===== config.mk =====
export PLATFORM = sky130hd
export DESIGN_NAME = bcf_lerp
export DESIGN_NICKNAME = d
export VERILOG_FILES = /design/src/hdl/bcf_pkg.sv /design/src/hdl/bcf_lerp.sv
export SDC_FILE = /design/constraint.sdc
export NUM_CORES = 1
export LEC_CHECK = 0
export BUFFER_PORTS_ARGS = -buffer_cell sky130_fd_sc_hd__buf_2
export CORE_MARGIN = 2
export CORE_UTILIZATION = 40
export DETAILED_ROUTE_END_ITERATION = 10
export GPL_TIMING_DRIVEN = 0
export PLACE_DENSITY = 0.54
export SYNTH_ARGS = -nofsm -noshare
export SYNTH_HDL_FRONTEND = slang
export SYNTH_SLANG_ARGS = --single-unit

===== constraint.sdc =====
create_clock -name clock -period 19.4 [get_ports clock]
set_input_delay 1.94 -clock clock [delete_from_list [all_inputs] [get_ports clock]]
set_output_delay 1.94 -clock clock [all_outputs]
set_load 0.01 [all_outputs]

===== src/hdl/bcf_pkg.sv =====
// ----------------------------------------------------------------------------
// bcf_pkg
// Shared types and constants of the bezier curve flattener: the fixed-point
// format of the curve parameter t and the point tag that runs along the
// interpolation pipeline.
// ----------------------------------------------------------------------------
package bcf_pkg;

   // curve parameter t: Q0.16 plus a unit bit, 65536 is 1.0
   localparam int T_FRAC = 16;
   localparam int T_W    = T_FRAC + 1;
   localparam logic [T_W-1:0] T_ONE = T_W'(1 << T_FRAC);
   localparam int T_HALF = 1 << (T_FRAC - 1);

   // segment count register and point index
   localparam int SEG_W = 7;
   localparam logic [SEG_W-1:0] SEG_RESET = 7'd32;
   localparam logic [SEG_W-1:0] SEG_MIN   = 7'd2;
   localparam int IDX_W = 6;

   // step-size divider: one quotient bit per cycle
   localparam int DIV_CNT_W = $clog2(T_W);

   // register stages from point issue to the output register
   localparam int PIPE_STAGES = 6;

   // tag that travels with every point
   typedef struct packed {
      logic             mode;
      logic [IDX_W-1:0] index;
      logic             last;
   } bcf_meta_type;

endpackage


===== src/hdl/bcf_lerp.sv =====
// ----------------------------------------------------------------------------
// bcf_lerp
// One interpolation a + round((b-a)*t / 65536) over two register stages:
// difference and multiply, then round and add.
// ----------------------------------------------------------------------------
module bcf_lerp
   import bcf_pkg::*;
#(
   parameter int CW = 24
) (
   input  logic                 clock,
   input  logic                 en,
   input  logic signed [CW-1:0] a,
   input  logic signed [CW-1:0] b,
   input  logic [T_W-1:0]       t,
   output logic signed [CW-1:0] y
);

   localparam int PW = CW + T_W + 2;

   logic signed [CW:0]   diff;
   logic signed [PW-1:0] prod_in, prod_ff;
   logic signed [CW-1:0] a_ff, y_ff;
   logic signed [PW-1:0] rnd;
   logic [PW-T_FRAC-1:0] frac_q;

   // stage a: difference times t
   always_comb begin
      diff    = {b[CW-1], b} - {a[CW-1], a};
      prod_in = diff * $signed({1'b0, t});
   end

   // stage b: round half up and add back the base
   always_comb begin
      rnd    = prod_ff + PW'(T_HALF);
      frac_q = rnd[PW-1:T_FRAC];
   end

   always_ff @(posedge clock) begin
      if (en) begin
         a_ff    <= a;
         prod_ff <= prod_in;
         y_ff    <= CW'(a_ff + frac_q);
      end
   end

   assign y = y_ff;

endmodule

==> impl_metrics.tcl <==
set metrics [dict create \
    grt_max_degree 41 \
    grt_usage_pct 21.51 \
    overflow 0 \
    status "completed" \
    die_w_um 221.3 \
    worstSetupPathType "in -> reg" \
    synth_area_leaders "fa_1, edfxtp_1, inv_1" \
    top_usage_layer "met2" \
    setup_viol 0 \
    root_buffer "clkbuf_16" \
    r2r_start "prod_ff[15]" \
    relSlewSlack_pct 6.537 \
    num_rows 79 \
    coreArea_um2 46560 \
    drt_iter0_drc 688 \
    tightest_slew_ns 1.392 \
    post_cts_resize_count 0 \
    numPortBuffers 87 \
    hpwl_um 42460 \
    clock.fmax_ghz 0.09284 \
    grt_pass1_vias 14670 \
    die_h_um 221.3 \
    viasPerCell 4.905 \
    min_period_ns 10.77 \
    ant_nets 0 \
    htree_levels 3 \
    end_kind "flip-flop" \
    yosys_most_used_dff "edfxtp_1" \
    worstReg2RegEnd "y[22]" \
    yosysSeqAreaShare_pct 11.61 \
    cpPeakStageDelay_ns 1.08 \
    clkTransAtPathRegs_ns 0.06 \
    wl_per_cell_um 18.53 \
    min_path_cells 1 \
    final-hold-violation-count 0 \
    synth_area_leader_cell "fa_1" \
    yosysTopAreaCellShare_pct 41.99 \
    met3_usage_pct 4.687 \
    vias 13250 \
    critPathArrivalTime_ns 10.85 \
    synth_edf_count 73 \
    first_pass_iters 6 \
    ios 91 \
    cts_tree "built" \
    crit_path_top_delay_cell "xnor2_1" \
    final_nets 2693 \
    cts-hold-fix-buffers 0 \
    initial_core_util_pct 40.55 \
    drive_above_1_share_pct 6.593 \
    synth_cell_type_count 62 \
    tns_ns 0 \
    syn_to_final_growth_pct 8.111 \
    ys_async_sr_fraction_pct 0 \
    drt_wl_total_um 50060 \
    insertion_delay_ns 0.35 \
    gp_routability_congestion 0.8860 \
    postCtsSetupBuffers 0 \
    min-delay-start "a_ff[0]" \
    finClkSkew_ns 0.009145 \
    grt_pass1_wl_um 81000 \
    r2r_setup_slack_ns 15.49 \
    startpoint_type "input pin" \
    maxCapViolations 0 \
    syn_inst 1989 \
    drc 0 \
    clockBufferDepth 2 \
    die_area_um2 48960 \
    antenna_found_initial 6 \
    synthesis.area_um2 18880 \
    syn_area_per_cell_um2 9.493 \
    critPathMostFrequentCell "fa_1" \
    finalMaxSlewViolations 0 \
    yosysWarnings 0 \
    hold_path_class "reg -> reg" \
    hold_end "y[0]" \
    grt_use_met1_pct 28.68 \
    critPathMaxFanout 10 \
    synth-seq-cells 73 \
    synth_nets 2594 \
    rsz0062_at_grt "no" \
    cts_buffers 9 \
    critPathRequiredTime_ns 19.48 \
    grt_use_met2_pct 35.87 \
    fin_crit_sh_pct 55.52 \
    cts_sinks 73 \
    reg2reg_depth 13 \
]
## final cells by class
cell class | instances | area, µm²
inverter | 485 | 1821
antenna | 1 | 2.502
fill | 4573 | 26140
timing repair buffer | 88 | 457.9
sequential | 73 | 2192
multi-input combinational | 1368 | 14610
clock buffer | 10 | 229.0
clock inverter | 6 | 82.58
buffer | 63 | 255.2
tap | 607 | 759.5
## through the flow
step	hold WS [ns]	setup slack (ns)	util (%)	instance area, µm²	instances
3_3_place_gp	0.5411	8.262	43.12	20080	2683
5_1_grt	0.5868	8.158	43.84	20410	2700
3_5_place_dp	0.5477	8.181	43.17	20100	2684
4_1_cts	0.5630	8.556	43.84	20410	2700
6_report	0.5542	8.629	43.84	20410	2701
2_1_floorplan	0.5256	9.667	-	18880	1989
## worst max-delay path, delay by kind of cell
family / cells / cell delay (ns)
adders and majority gates: 8 / 3.67
AOI/OAI and AO/OA: 10 / 2.01
xor gates and xnor gates: 2 / 1.52
buffers and inverters: 6 / 0.83
and+or+nand+nor: 5 / 0.88
## cell usage in the layout, fill, tap and decap left out, types with 4 or more instances in the layout
master / count
a21oi_1: 41
nor2_1: 39
buf_2: 92
and3_1: 10
o21bai_1: 6
xnor2_1: 76
o21ai_0: 16
a211o_1: 4
nor2b_1: 35
nor3_1: 9
ha_1: 142
edfxtp_1: 73
and2_4: 7
xor2_1: 26
nand3_1: 20
a31oi_1: 6
and2_1: 182
nand2_1: 236
nand2b_1: 14
clkbuf_16: 9
clkbuf_1: 54
a211oi_1: 4
o21a_1: 11
a21oi_2: 4
a21o_1: 28
fa_1: 396
inv_1: 485
nand4_1: 6
## state kept, by name, indices dropped and copies added (netlist names)
signal / count
a_ff: 24
y: 24
prod_ff: 25
## synthesized netlist by cell type, drive strengths merged (7+ instances only)
cell type / number
a21o: 28
a21oi: 46
a31oi: 7
and2: 189
and3: 10
buf: 10
clkbuf: 53
edfxtp: 73
fa: 396
ha: 142
inv: 485
nand2: 236
nand2b: 14
nand3: 20
nor2: 39
nor2b: 36
nor3: 9
o21a: 11
o21ai: 20
xnor2: 78
xor2: 26
## how the worst max path moves through the flow
stage          start           to  slack, ns  depth (start not counted)
5_1_grt         a[1]  prod_ff[39]       8.16                         30
3_3_place_gp    a[0]  prod_ff[39]       8.26                         30
4_1_cts         a[0]  prod_ff[39]       8.56                         30
6_report        a[1]  prod_ff[39]       8.63                         31
3_5_place_dp    a[0]  prod_ff[39]       8.18                         30
2_1_floorplan   b[0]  prod_ff[39]       9.67                         30
## routing by layer
metal	wire [µm]	part of all wire, %	vias to the layer above
li1	-	-	6148
met5	13	0.026	-
met2	23430	47	387
met4	1057	2.1	2
met1	22070	44	6647
met3	3484	7.0	65
## kinds of logic (layout without fill, tap and decap cells)
group | after synthesis | after routing | synth area share, %
DFF | 73 | 73 | 11.61
AOI/OAI and AO/OA | 151 | 151 | 5.600
xor gates and xnor gates | 105 | 105 | 5.023
other | 0 | 1 | 0
adders and majority gates | 538 | 538 | 51.40
buffers and inverters | 548 | 652 | 10.99
and+or+nand+nor | 574 | 574 | 15.37
Power is left out: the tool's default activity adds up to more than one toggle a clock period on the data nets, which glitch-free logic cannot reach.
