[src/hdl/bcf_pkg.sv]
// ----------------------------------------------------------------------------
// bcf_pkg
// Shared types and constants of the bezier curve flattener: the fixed-point
// format of the curve parameter t and the point tag that runs along the
// interpolation pipeline.
// ----------------------------------------------------------------------------
package bcf_pkg;

   // curve parameter t: Q0.16 plus a unit bit, 65536 is 1.0
   localparam int T_FRAC = 16;
   localparam int T_W    = T_FRAC + 1;
   localparam logic [T_W-1:0] T_ONE = T_W'(1 << T_FRAC);
   localparam int T_HALF = 1 << (T_FRAC - 1);

   // segment count register and point index
   localparam int SEG_W = 7;
   localparam logic [SEG_W-1:0] SEG_RESET = 7'd32;
   localparam logic [SEG_W-1:0] SEG_MIN   = 7'd2;
   localparam int IDX_W = 6;

   // step-size divider: one quotient bit per cycle
   localparam int DIV_CNT_W = $clog2(T_W);

   // register stages from point issue to the output register
   localparam int PIPE_STAGES = 6;

   // tag that travels with every point
   typedef struct packed {
      logic             mode;
      logic [IDX_W-1:0] index;
      logic             last;
   } bcf_meta_type;

endpackage

[src/hdl/bcf_step_div.sv]
// ----------------------------------------------------------------------------
// bcf_step_div
// Restoring divider that works out 65536 / d, one quotient bit per cycle.
// The quotient is the per-point increment of t and twice the remainder is
// the per-point increment of the rounding residue.
// ----------------------------------------------------------------------------
module bcf_step_div
   import bcf_pkg::*;
#(
   parameter int DW = 6
) (
   input  logic          clock,
   input  logic          reset,
   input  logic          start,
   input  logic [DW-1:0] d,
   output logic          busy,
   output logic [T_W-1:0] t_step,
   output logic [DW:0]   r_step
);

   localparam logic [DIV_CNT_W-1:0] LAST_STEP = DIV_CNT_W'(T_W - 1);

   logic                 run_ff, run_in;
   logic [DIV_CNT_W-1:0] cnt_ff, cnt_in;
   logic [DW-1:0]        rem_ff, rem_in;
   logic [T_W-1:0]       q_ff, q_in;
   logic [DW-1:0]        rem_cur;
   logic                 div_bit;
   logic [DW:0]          trial;
   logic                 q_bit;

   // one shift-and-subtract step, dividend is a one followed by zeros
   always_comb begin
      rem_cur = (cnt_ff == '0) ? '0 : rem_ff;
      div_bit = (cnt_ff == '0);
      trial   = {rem_cur, div_bit};
      q_bit   = (trial >= {1'b0, d});
      if (q_bit) begin
         rem_in = DW'(trial - {1'b0, d});
      end else begin
         rem_in = trial[DW-1:0];
      end
      q_in   = {q_ff[T_W-2:0], q_bit};
      cnt_in = cnt_ff + 1'b1;
      run_in = run_ff && (cnt_ff != LAST_STEP);
   end

   // control: a run starts at reset and on every register write
   always_ff @(posedge clock) begin
      if (reset || start) begin
         run_ff <= 1'b1;
         cnt_ff <= '0;
      end else if (run_ff) begin
         run_ff <= run_in;
         cnt_ff <= cnt_in;
      end
   end

   // quotient and remainder
   always_ff @(posedge clock) begin
      if (run_ff) begin
         rem_ff <= rem_in;
         q_ff   <= q_in;
      end
   end

   assign busy   = run_ff;
   assign t_step = q_ff;
   assign r_step = {rem_ff, 1'b0};

endmodule

[config.mk]
export PLATFORM = sky130hd
export DESIGN_NAME = bcf_step_div
export DESIGN_NICKNAME = d
export VERILOG_FILES = /design/src/hdl/bcf_pkg.sv /design/src/hdl/bcf_step_div.sv
export SDC_FILE = /design/constraint.sdc
export NUM_CORES = 1
export LEC_CHECK = 0
export ABC_AREA = 1
export BUFFER_PORTS_ARGS = -buffer_cell sky130_fd_sc_hd__buf_2
export CAP_MARGIN = 15
export CORE_ASPECT_RATIO = 0.6
export CORE_UTILIZATION = 47
export CTS_CLUSTER_SIZE = 40
export DETAILED_ROUTE_END_ITERATION = 10
export PLACE_DENSITY = 0.74
export RECOVER_POWER = 100
export SLEW_MARGIN = 30
export SYNTH_ARGS = -nofsm -noshare
export SYNTH_HDL_FRONTEND = slang
export SYNTH_SLANG_ARGS = --single-unit
[constraint.sdc]
create_clock -name clock -period 2.3 [get_ports clock]
set_input_delay 0.115 -clock clock [delete_from_list [all_inputs] [get_ports clock]]
set_output_delay 0.115 -clock clock [all_outputs]
set_load 0.005 [all_outputs]
==> results.py <==
metrics = {
    "layout": {
        "n_antenna_cell": 0,
        "post-route-util_pct": 66.7,
        "stdcell_count": 235,
        "syn_to_final_growth_pct": 32.7,
        "final_nets": 209,
        "drive_above_1_share_pct": 33.2,
        "design_area_um2": 1940,
    },
    "drt": {
        "drtAntennaViolNets": 0,
        "wl_per_cell_um": 11.8,
        "drc_errors": 0,
        "viasPerCell": 4.71,
        "num_vias": 1106,
        "drtIter0Drc": 28,
        "first_pass_iters": 4,
        "drt-total-wl_um": 2760,
    },
    "flow_run": {
        "cap_violations": 0,
    },
    "placement": {
        "pre_cts_slack_ps": -55.0,
        "place_area_um2": 1710,
        "port_buffers": 32,
        "dp_hpwl_um": 1920,
        "place.gp.congestion": 0.887,
        "placed_cells": 223,
    },
    "sta": {
        "fin_crit_ps": 2220,
        "finClkSkew_ps": 2.94,
        "finalHoldViolCount": 0,
        "slew_violations": 0,
        "timing.hold.ws_ps": 83.4,
        "setup_viol": 0,
        "clock.fmax_mhz": 450,
        "rsz0062_at_grt": "true",
        "worst_pin_slew_ps": 1070,
        "fin_ws_ps": 76.8,
        "min_period_over_period_pct": 96.7,
        "slew_headroom_pct": 28.7,
    },
    "synth": {
        "ys_types": 24,
        "synth-seq-area-share_pct": 55.5,
        "synth_simple_gate_area_share_pct": 20.6,
        "synthAdderAreaFrac_pct": 6.85,
        "synth.area.mux_share_pct": 0,
        "synthXorXnorAreaFrac_pct": 1.20,
        "syn_area_per_cell_um2": 10.1,
        "synth.largest_area_cell": "edfxtp_1",
        "synth_area_leaders": "edfxtp_1 47%, dfxtp_1 8.2%, inv_1 6.9%",
        "async_flop_share_pct": 0,
        "synthesis.area_um2": 1460,
        "ys_seq_elements": 29,
        "yosys.area.top_type_share_pct": 47.3,
        "syn_nets": 161,
        "ys.flop_type": "edfxtp_1",
        "synth_edf_count": 23,
        "syn-instance-count": 144,
        "synth_compound_area_share_pct": 7.36,
        "synth_top_family_by_area": "simple AND/OR/NAND/NOR gates",
        "yosys_warnings": 0,
    },
    "clock_tree": {
        "clkLatencyLatePin_ps": 280,
        "cts_sinks": 29,
        "clockBufferDepth": 2,
        "htreeDepth": 2,
        "clk_pin_slew_ps": 60,
        "hold_buffers": 0,
        "cts_root_buffer": "clkbuf_8",
        "cts_tree": "built",
        "cts_buffers": 5,
    },
    "floorplanning": {
        "rows": 15,
        "io_pins": 34,
        "die_h_um": 45.2,
        "core_area_um2": 2910,
        "initial_utilization_pct": 50.2,
        "dieArea_um2": 3340,
        "fp.dieW_um": 74.0,
    },
    "critical_path": {
        "crit_slowest_cell": "dfxtp_1",
        "end_kind": "flop",
        "crit_chain": "inv_2 > ha_4 > nand3_4 > nand2_1 > inv_1 > ha_4 > inv_1 > o21bai_1 > a21oi_1 > nand2_1 > nor2_4 > nand2_8 > buf_4 > nand2_2 > o21ai_2",
        "critPathLaunchType": "flop",
        "crit_type": "reg -> reg",
        "cp_max_fo": 10,
        "max_stage_delay_ps": 340,
        "cp.arrival_ps": 2260,
        "crit_required_ps": 2330,
    },
    "grt": {
        "grt_pass1_wl_um": 4000,
        "grt_pass1_vias": 933,
        "antenna_found_initial": 0,
        "grt_overflow_total": 0,
        "track_usage_pct": 17.2,
        "grt_max_degree": 21,
    },
    "power_and_ir_drop": {
        "p_seq_share_pct": 43.5,
        "combPwrFrac_pct": 15.4,
        "swShare_pct": 22.6,
        "p_switching_uw": 339,
        "p_int_mw": 1.16,
        "p_leak_nw": 0.940,
        "clkPwrFrac_pct": 41.1,
        "peakVddDrop_mv": 0.884,
        "cellPowerDensity_nw_per_um2": 774,
    },
    "outcome": {
        "status": "finished clean",
    },
    "worst_hold_path": {
        "hold_path.class": "in -> reg",
    },
}
layer usage:
| metal | up-vias | global-route usage, % | share of wire (%) |
|---|---|---|---|
| li1 | 566 | - | - |
| met1 | 505 | 21.7 | 49 |
| met2 | 29 | 25.6 | 43 |
| met3 | 6 | 8.93 | 6.6 |
| met4 | 0 | 5.77 | 1.5 |
| met5 | - | 0 | 0 |
synthesized netlist by cell type (2+ instances only):
| master | count |
|---|---|
| o21bai_1 | 2 |
| nand3_1 | 6 |
| nand2_1 | 26 |
| ha_1 | 8 |
| dfxtp_1 | 6 |
| o21ai_2 | 4 |
| a21oi_1 | 5 |
| nor2_1 | 9 |
| o21ai_0 | 2 |
| nand2_2 | 7 |
| xor2_1 | 2 |
| edfxtp_1 | 23 |
| nor3_1 | 3 |
| nand3_2 | 4 |
| inv_1 | 27 |
| nor2_2 | 2 |
through the flow:
step | power (mW) | setup TNS [ps]
6_report | 1.50 | 0
3_5_place_dp | 0.862 | -108
3_3_place_gp | 0.858 | 0
5_1_grt | 1.57 | -84.1
4_1_cts | 1.48 | 0
2_1_floorplan | 0.782 | 0
power groups by stage:
| stage | Sequential, mW | Combinational [mW] | Clock, mW |
|---|---|---|---|
| detailed placement | 0.664 | 0.198 | 0 |
| floorplan | 0.667 | 0.115 | 0 |
| global placement | 0.663 | 0.195 | 0 |
| finish | 0.653 | 0.231 | 0.617 |
| global route | 0.661 | 0.256 | 0.656 |
| CTS | 0.653 | 0.201 | 0.631 |
area by class of cell:
type | instances | area [um^2]
well taps | 42 | 52.6
fillers | 226 | 970
repair buffers | 43 | 236
multi-input cells | 86 | 604
clock inverters | 3 | 65.1
inverters | 27 | 101
flip-flops and latches | 29 | 811
clock buffers | 5 | 68.8
layout by cell type (no fill, tap or decap), types with 5 or more instances in the layout:
cell      count
edfxtp_1     23
nor2_1        7
ha_1          5
nand2_2       6
clkbuf_1     16
inv_1        25
nand2_1      26
buf_4         8
clkbuf_8      5
buf_2        17
dfxtp_1       6
nand3_1       6
final timing paths:
kind / startpoint / end / slack, ps / cells after the start
setup / recovery: cnt_ff[1]$_SDFFE_PP0P_ / rem_ff[2]$_DFFE_PP_ / 80 / 15
hold / removal: reset / busy$_SDFF_PP1_ / 80 / 3
hold reg to reg: t_step[3]$_DFFE_PP_ / t_step[4]$_DFFE_PP_ / 450 / 0
setup reg to reg: cnt_ff[1]$_SDFFE_PP0P_ / rem_ff[2]$_DFFE_PP_ / 80 / 15
flip-flops by register name, indices dropped and copies added, names as in the netlist:
| signal | count |
|---|---|
| t_step | 17 |
| rem_ff | 6 |
| cnt_ff | 5 |
| busy | 1 |
repair_timing:
item,4_1_cts,5_1_grt
setup buffers,0,4
pin swaps,0,4
setup endpoints to repair,6,7
gates resized for setup,1,15
worst max-delay path, delay by kind of cell, from the launching register on:
family,cells,cell delay [ps]
AO/OA/AOI/OAI,3,290
adder cells (fa/ha/maj),2,370
buffers and inverters,4,380
flip-flops,1,340
AND/OR/NAND/NOR,6,600
logic make-up (layout without fill, tap and decap cells):
group                    count (synthesis)  after routing
other                                    1              1
AND/OR/NAND/NOR                         59             59
XOR/XNOR                                 2              2
AO/OA/AOI/OAI                           16             16
flip-flops                              29             29
buffers and inverters                   29             78
adder cells (fa/ha/maj)                  8              8
Power figures use the tool's default switching activity.
