File: config.mk
export PLATFORM = sky130hd
export DESIGN_NAME = bcf_seq
export DESIGN_NICKNAME = d
export VERILOG_FILES = /design/src/hdl/bcf_pkg.sv /design/src/hdl/bcf_seq.sv
export SDC_FILE = /design/constraint.sdc
export NUM_CORES = 1
export LEC_CHECK = 0
export ABC_AREA = 0
export BUFFER_PORTS_ARGS = -buffer_cell sky130_fd_sc_hd__buf_2
export CAP_MARGIN = 20
export CORE_AREA = 2 2 176 178
export CTS_CLUSTER_SIZE = 20
export DETAILED_ROUTE_END_ITERATION = 6
export DIE_AREA = 0 0 178 180
export PLACE_DENSITY = 0.68
export RECOVER_POWER = 100
export SYNTH_ARGS = -nofsm -noshare
export SYNTH_HDL_FRONTEND = slang
export SYNTH_SLANG_ARGS = --single-unit
File: constraint.sdc
create_clock -name clock -period 6.8 [get_ports clock]
set_input_delay 0 -clock clock [delete_from_list [all_inputs] [get_ports clock]]
set_output_delay 0 -clock clock [all_outputs]
set_load 0.02 [all_outputs]
File: src/hdl/bcf_pkg.sv
// ----------------------------------------------------------------------------
// bcf_pkg
// Shared types and constants of the bezier curve flattener: the fixed-point
// format of the curve parameter t and the point tag that runs along the
// interpolation pipeline.
// ----------------------------------------------------------------------------
package bcf_pkg;

   // curve parameter t: Q0.16 plus a unit bit, 65536 is 1.0
   localparam int T_FRAC = 16;
   localparam int T_W    = T_FRAC + 1;
   localparam logic [T_W-1:0] T_ONE = T_W'(1 << T_FRAC);
   localparam int T_HALF = 1 << (T_FRAC - 1);

   // segment count register and point index
   localparam int SEG_W = 7;
   localparam logic [SEG_W-1:0] SEG_RESET = 7'd32;
   localparam logic [SEG_W-1:0] SEG_MIN   = 7'd2;
   localparam int IDX_W = 6;

   // step-size divider: one quotient bit per cycle
   localparam int DIV_CNT_W = $clog2(T_W);

   // register stages from point issue to the output register
   localparam int PIPE_STAGES = 6;

   // tag that travels with every point
   typedef struct packed {
      logic             mode;
      logic [IDX_W-1:0] index;
      logic             last;
   } bcf_meta_type;

endpackage

File: src/hdl/bcf_seq.sv
// ----------------------------------------------------------------------------
// bcf_seq
// Point sequencer: holds one curve and issues its points one per cycle while en is high.
// t = round(i*65536/d) is stepped exactly by adding a quotient and carrying
// a residue kept below 2*d.
// ----------------------------------------------------------------------------
module bcf_seq
   import bcf_pkg::*;
#(
   parameter int CW = 24,
   parameter int DW = 6
) (
   input  logic                 clock,
   input  logic                 reset,
   input  logic                 en,
   input  logic                 in_valid,
   output logic                 in_ready,
   input  logic                 in_mode,
   input  logic [3:0][CW-1:0]   in_px,
   input  logic [3:0][CW-1:0]   in_py,
   input  logic [DW-1:0]        d,
   input  logic                 div_busy,
   input  logic [T_W-1:0]       t_step,
   input  logic [DW:0]          r_step,
   output logic                 out_valid,
   output logic [T_W-1:0]       out_t,
   output bcf_meta_type         out_meta,
   output logic [3:0][CW-1:0]   out_px,
   output logic [3:0][CW-1:0]   out_py
);

   logic                busy_ff;
   logic [DW-1:0]       i_ff;
   logic [T_W-1:0]      t_ff, t_in;
   logic [DW:0]         r_ff, r_in;
   logic                mode_ff;
   logic [3:0][CW-1:0]  px_ff, py_ff;
   logic                accept, adv, last;
   logic [DW+1:0]       r_sum, two_d;
   logic                wrap;

   assign in_ready = !busy_ff && !div_busy;
   assign accept   = in_valid && in_ready;
   assign adv      = busy_ff && en;
   assign last     = (i_ff == d);

   // next t and residue
   always_comb begin
      r_sum = {1'b0, r_ff} + {1'b0, r_step};
      two_d = {1'b0, d, 1'b0};
      wrap  = (r_sum >= two_d);
      if (wrap) begin
         r_in = (DW+1)'(r_sum - two_d);
      end else begin
         r_in = r_sum[DW:0];
      end
      t_in = t_ff + t_step + T_W'(wrap);
   end

   // busy while points of the held curve remain
   always_ff @(posedge clock) begin
      if (reset) begin
         busy_ff <= 1'b0;
      end else if (accept) begin
         busy_ff <= 1'b1;
      end else if (adv && last) begin
         busy_ff <= 1'b0;
      end
   end

   // curve hold and point counter
   always_ff @(posedge clock) begin
      if (accept) begin
         i_ff    <= '0;
         t_ff    <= '0;
         r_ff    <= {1'b0, d};
         mode_ff <= in_mode;
         px_ff   <= in_px;
         py_ff   <= in_py;
      end else if (adv) begin
         i_ff <= i_ff + 1'b1;
         t_ff <= t_in;
         r_ff <= r_in;
      end
   end

   assign out_valid      = busy_ff;
   assign out_t          = t_ff;
   assign out_meta.mode  = mode_ff;
   assign out_meta.index = IDX_W'(i_ff);
   assign out_meta.last  = last;
   assign out_px         = px_ff;
   assign out_py         = py_ff;

endmodule

==> results of run 1 <==
-- cell families (layout without fill, tap and decap cells) --
kind of cell,after synthesis,count (layout),synth area share
flops,224,224,0.7752
compound gates,96,96,0.07519
mux,2,2,0.002396
xor+xnor,27,27,0.02831
simple gates,94,94,0.05422
buf+inv,24,718,0.01168
fa+ha+maj,33,33,0.05302
other cells,0,4,0
-- final timing paths --
check / from / to
setup / recovery: r_ff[0] / out_t[16]
hold / removal: t_step[4] / out_t[4]
setup reg to reg: r_ff[0] / out_t[16]
hold reg to reg: out_t[10] / out_t[10]
-- cell type report --
cell class | count | area share
Tap cell | 396 | 0.03632
Clock buffer | 31 | 0.05063
Antenna cell | 4 | 0.0007338
Clock inverter | 14 | 0.005687
Timing Repair Buffer | 658 | 0.2971
Inverter | 15 | 0.004678
Sequential cell | 224 | 0.4748
Multi-Input combinational cell | 252 | 0.1301
-- sequential cells by signal (all words and copies together), names as in the netlist --
signal     flops
i_ff           6
mode_ff        1
out_px        96
out_py        96
out_t         17
out_valid      1
r_ff           7
-- placed cells by master (no fill, tap or decap), drive strengths merged, types with 13 or more instances in the layout --
| master | n |
|---|---|
| buf | 209 |
| inv | 15 |
| dfxtp | 25 |
| xnor2 | 14 |
| clkbuf | 269 |
| xor2 | 13 |
| o21ai | 26 |
| nand2 | 32 |
| a21oi | 24 |
| edfxtp | 199 |
| ha | 29 |
| dlygate4sd3 | 211 |
| nor2 | 17 |
-- synthesized netlist by cell type, drive strengths merged, types with 2 or more instances --
cell type  instances  area (sq um)
edfxtp           199          5976
nand2             32         120.1
ha                29         362.9
o21ai             26         130.1
dfxtp             25         500.5
a21oi             24         120.1
nor2              17         63.81
inv               14         52.55
xnor2             14         122.6
xor2              13         113.9
nand3             12         60.06
a21o               7         52.55
clkbuf             7         26.28
nor3               6         30.03
o211ai             6         45.04
nand4              5         31.28
o21a               5         37.54
a211oi             4         35.03
and2               4         25.02
fa                 4         80.08
nand2b             4         25.02
nor2b              3         18.77
nor3b              3         22.52
o31a               3         26.28
o31ai              3         27.52
a211o              2         17.52
a221oi             2         17.52
a311o              2         20.02
buf                2         15.01
mux2i              2         20.02
o2111ai            2         17.52
o22ai              2         12.51
or2                2         12.51
or3                2         12.51
-- repair_timing --
action | 4_1_cts | 5_1_grt
setup buffers | 0 | 0
hold buffers | 211 | 0
endpoints found under the hold margin | 209 | 0
endpoints found under the setup margin | 0 | 0
-- per-layer routing --
metal / wire (um) / GRT usage / vias up
met5: 27 / 0 / -
met4: 1249 / 0.07967 / 4
met3: 2375 / 0.04547 / 73
met2: 14790 / 0.3078 / 312
met1: 11600 / 0.2035 / 3374
li1: - / - / 3291
-- critical path, cell delays in order (launching register included) --
cell and delay [ns]:
edfxtp_1 0.37, ha_1 0.24, fa_1 0.41, a21o_1 0.20, a311o_1 0.35, a21oi_1 0.17
xnor2_1 0.16, ha_1 0.18, a211o_1 0.13, a311o_1 0.15, o22ai_1 0.09, o21ai_0 0.26
inv_1 0.13, fa_1 0.42, fa_1 0.41, nand2b_1 0.20, a211oi_1 0.50, o2111ai_1 0.24
a211o_1 0.31, a21oi_1 0.14, nand2b_1 0.11
-- through the flow --
| step | hold slack [ns] | setup slack (ns) | power [mW] |
|---|---|---|---|
| 2_1_floorplan | 0.07238 | 2.337 | 2.398 |
| 3_3_place_gp | 0.1584 | 1.997 | 2.673 |
| 3_5_place_dp | 0.1624 | 1.857 | 2.701 |
| 4_1_cts | 0.002443 | 1.826 | 4.095 |
| 5_1_grt | 0.04017 | 1.188 | 4.249 |
| 6_report | 0.02927 | 1.581 | 4.045 |
-- where the power goes --
part | internal (mW) | leakage [nW] | switching, mW
logic | 0.465 | 2.80 | 0.620
registers | 1.63 | 2.06 | 0.0543
clock network | 0.720 | 0.367 | 0.555
==> out/results.ini, run 1 <==
[floorplan]
die_w_um=178
floorplan.initialDensity=0.2767
core_sq_um=30190
fp.dieH_um=180
rows=64
dieArea_sq_um=32040
io_pins=447

[sta]
fin_crit_sh=0.7675
rsz0062_at_grt=no
hold_viol=0
max_slew_margin=-0.2520
fin_crit_ns=5.219
skew_ns=0.01020
fin_setup_tns_ns=0
max_slew.worst_pin.slew_ns=1.878
finalSetupViolations=0
clock.fmax_mhz=191.6
maxSlewViolCount=74

[flow_run]
maxCapViolations=1

[cells_and_area]
seqCellArea_sq_um=6476
layout-drive-gt1-share=0.2094
multi_input_area_sq_um=1774
final_nets=1438
fin_area_sq_um=13640
post_layout_nonfiller_instances=1594
fillers=2821
post-route-util=0.4518
syn_to_final_growth_pct=63.28

[placement]
place_area_sq_um=11060
place_hpwl_mm=20.71
gp_congestion=0.9192
dpl.cell_count=1334
port_buffers=446

[route]
dr.first_iter.drc_count=425
drc=0
ant_nets=0
dr.pass1.iters=4
routedWlPerCell_um=18.84
dr_total_vias=7054
postRouteWirelength_mm=30.03
routed_via_density=4.425

[hold_path]
whs_path_depth=4
hold_path.class=in -> reg

[setup_path]
path_max_fanout=5
worstSetupStartpointType=register
cp-end-kind=register
path_class=reg -> reg
rr_worst_depth=20
reg2reg_slack_ns=1.58
arrival_ns=5.68
required_ns=7.26

[power_and_ir_drop]
p_leak_nw=5.232
powerDensity_nw_per_um2=296.5
ir_worst_vdd_v=0.0001565

[global_routing]
grt_overflow=0
grt_pass1_wl_mm=43.28
grt_pass1_vias=7396
grt_max_degree=140
antenna_found_initial=6
track_usage=0.1772

[yosys]
yosys_most_used_dff=edfxtp_1
async_flop_share=0
synth_area_sq_um=8354
synth.yosys.warnings=0
synth_nets=761
synth_cell_types=50
ys_ff_latch=224
syn_avg_cell_area_sq_um=16.71
synth_edf_count=199
syn_inst=500
yosysSeqAreaShare=0.7752

[run_status]
outcome=finished, violations left
violations=max-capacitance violations, max-slew violations

[clock_tree]
clock-sinks=224
cts_made_buffers=26
clockRootBuffer=clkbuf_16
cts_tree=yes
clk_latency_ns=0.52
clk_pin_slew_ns=0.06
post_cts_resized=0
cts_buffer_depth=3
cts.htree.levels=1

No activity file was read; power rests on OpenSTA's default activity.
==> run 2, diff against run 1 <==
- ABC_AREA: 0 -> 1
- CORE_AREA: 2 2 176 178 -> 2 2 173 175
- DIE_AREA: 0 0 178 180 -> 0 0 175 177
- PLACE_DENSITY: 0.68 -> 0.7
- clock period: 6.8 -> 4.4 ns (I/O delays scaled with it)
==> out/results.ini, run 2 <==
[route]
postRouteWirelength_mm=29.94  ; -0.33%
drc=0  ; unchanged
ant_nets=0  ; unchanged
routedWlPerCell_um=17.66  ; -6.3%
dr_total_vias=7444  ; +5.5%
routed_via_density=4.392  ; -0.76%
dr.first_iter.drc_count=444  ; +4.5%
dr.pass1.iters=4  ; unchanged

[clock_tree]
cts_tree=yes
clockRootBuffer=clkbuf_16
clock-sinks=224  ; unchanged
clk_pin_slew_ns=0.06  ; about the same
clk_latency_ns=0.54  ; +0.02 ns
cts_buffer_depth=3  ; unchanged
cts_made_buffers=25  ; -3.8%
cts.htree.levels=1  ; unchanged

[run_status]
outcome=finished, violations left
violations=max-capacitance violations, max-slew violations

[global_routing]
grt_use_met2=0.3231  ; +0.01537
grt_max_degree=133  ; -5.0%
grt_pass1_wl_mm=42.97  ; -0.72%
antenna_found_initial=3  ; -3
grt_overflow=0  ; unchanged
grt_pass1_vias=7495  ; +1.3%
busiest_layer=met2
use_met1=0.2137  ; +0.01024
track_usage=0.1807  ; +0.003515
grt_use_met3=0.04145  ; -0.004022

[setup_path]
reg2reg_slack_ns=0.35  ; -1.23 ns
path_depth=24  ; +20%
crit_buf_inv=3  ; +2
rr_startpoint=r_ff[0]
rr_worst_depth=24  ; +20%
path_max_fanout=7  ; +2
worstSetupStartpointType=register
required_ns=4.82  ; -2.44 ns
cp-startpoint=r_ff[0]
slowest_delay_ns=0.37  ; -0.13 ns
arrival_ns=4.47  ; -1.21 ns
r2r_end=out_t[10]
crit_end=out_t[10]
critPathSlowestCell=edfxtp_1
path_class=reg -> reg
cp_common_cell=nand2_1
path_delay_family=adder cells
cp-end-kind=register
path_cells=ha_1 > fa_2 > nand3_1 > nand2_1 > or2_2 > nand2_1 > inv_1 > ha_4 > nand2_2 > o21bai_4 > nand2_4 > nand3_4 > inv_1 > fa_2 > fa_1 > inv_1 > nand2_1 > nand2_1 > nand3_1 > nand2_2 > a21oi_1 > or2_1 > nand3_1 > nand2_1

[sta]
clock.fmax_mhz=247.2  ; +29%
maxSlewViolCount=74  ; unchanged
skew_ns=0.02650  ; +0.01630 ns
max_slew_margin=-0.1662  ; +0.08574
fin_crit_sh=0.9194  ; +0.1520
rsz0062_at_grt=no
fin_crit_ns=4.046  ; -1.173 ns
hold_viol=0  ; unchanged
fin_setup_tns_ns=0  ; unchanged
max_slew.worst_pin.slew_ns=1.749  ; -0.1286 ns
finalSetupViolations=0  ; unchanged

[yosys]
synth.yosys.warnings=0  ; unchanged
syn_inst=601  ; +20%
synth_nets=862  ; +13%
syn_avg_cell_area_sq_um=14.27  ; -15%
ys_top_cells_by_count=edfxtp_1, nand2_1, inv_1, a21oi_1, ha_1
ys_ff_latch=224  ; unchanged
synth_cell_types=40  ; -20%
synth.largest_area_cell=edfxtp_1
yosysSeqAreaShare=0.7551  ; -0.02013
synth_top_cells_by_area=edfxtp_1, dfxtp_1, nand2_1
synth.top_cell.area_share=0.6967  ; -0.01857
synth_edf_count=199  ; unchanged
synth_area_sq_um=8577  ; +2.7%
async_flop_share=0  ; unchanged
yosys_most_used_dff=edfxtp_1
yosysMostFrequentCell=edfxtp_1

[floorplan]
die_w_um=175  ; -1.7%
dieArea_sq_um=30980  ; -3.3%
floorplan.initialDensity=0.2933  ; +0.01655
io_pins=447  ; unchanged
fp.dieH_um=177  ; -1.7%
rows=63  ; -1.6%
core_sq_um=29240  ; -3.1%

[placement]
place_hpwl_mm=20.45  ; -1.3%
port_buffers=446  ; unchanged
gp_congestion=0.8743  ; -4.9%
place_area_sq_um=11290  ; +2.1%
dpl.cell_count=1432  ; +7.3%

[hold_path]
hold_path.class=in -> reg

[power_and_ir_drop]
ir_worst_vdd_v=0.0002919  ; +87%
p_leak_nw=5.676  ; +8.5%
powerDensity_nw_per_um2=459.3  ; +55%

[cells_and_area]
layout-drive-gt1-share=0.2040  ; -0.005393
fillers=2684  ; -4.9%
post_layout_nonfiller_instances=1695  ; +6.3%
final_nets=1546  ; +7.5%
fin_area_sq_um=13970  ; +2.4%
layout_common_cells=clkbuf_1, dlygate4sd3_1, buf_2
final_common_cell=clkbuf_1
post-route-util=0.4776  ; +0.02580
syn_to_final_growth_pct=62.86

[flow_run]
maxCapViolations=1  ; unchanged

[run 2: stage by stage]
stage	setup WS, ns	total power, mW	hold WS [ns]
2_1_floorplan	0.3920	3.685	0.06907
3_3_place_gp	0.1819	4.118	0.1536
3_5_place_dp	0.09529	4.126	0.1701
4_1_cts	0.1028	6.435	0.0003953
5_1_grt	0.006468	6.764	0.03187
6_report	0.3545	6.416	0.02821
[run 2: final cells by class]
cell class	count	area, sq um	share of cell area
inverter	55	214.0	0.01532
clock inverter	13	173.9	0.01245
antenna	1	2.502	0.0001791
tap	390	488.0	0.03493
multi-input combinational	316	1866	0.1336
sequential	224	6476	0.4636
clock buffer	33	655.6	0.04694
timing repair buffer	663	4093	0.2930
[run 2: how the worst min path moves through the flow]
stage | start | end | slack [ns] | depth (start not counted)
CTS | t_step[2] | out_t[2] | 0.0004 | 4
detailed placement | reset | out_valid | 0.17 | 2
floorplan | reset | out_valid | 0.07 | 1
finish | t_step[4] | out_t[4] | 0.03 | 4
global route | r_step[0] | r_ff[0] | 0.03 | 4
global placement | reset | out_valid | 0.15 | 2
[run 2: timing repair]
action / CTS / global route
hold endpoints to repair: 215 / 0
endpoints found under the setup margin: 0 / 6
hold buffers: 214 / 0
gates resized for setup: 0 / 7
setup buffers: 0 / 2
[run 2: routing by layer]
layer	vias to the layer above	wire length [um]
li1	3502	-
met1	3535	11500
met2	330	15280
met3	73	2091
met4	4	1044
met5	-	26
[run 2: power breakdown]
group          switching [mW]  total, mW  leakage, nW  internal [mW]
combinational            1.00       1.69         3.22          0.689
sequential             0.0802       2.58         2.06           2.50
clock                   0.859       2.14        0.396           1.28
total                    1.94       6.42         5.68           4.48
[run 2: worst reg2reg max path, cell delays in order, from the launching register on]
cell and delay, ns:
edfxtp_1 0.37, ha_1 0.23, fa_2 0.37, nand3_1 0.08, nand2_1 0.06, or2_2 0.28
nand2_1 0.09, inv_1 0.07, ha_4 0.29, nand2_2 0.08, o21bai_4 0.16, nand2_4 0.10
nand3_4 0.11, inv_1 0.07, fa_2 0.37, fa_1 0.37, inv_1 0.08, nand2_1 0.06
nand2_1 0.09, nand3_1 0.09, nand2_2 0.12, a21oi_1 0.09, or2_1 0.21, nand3_1 0.07
nand2_1 0.06
[run 2: cells by family after synthesis]
kind of cell / count (synthesis) / share of synthesized area
buffers and inverters: 61 / 0.02844
flip-flops: 224 / 0.7551
AO/OA/AOI/OAI: 56 / 0.03837
adder cells (fa/ha/maj): 33 / 0.05164
XOR/XNOR: 11 / 0.01211
AND/OR/NAND/NOR: 216 / 0.1144
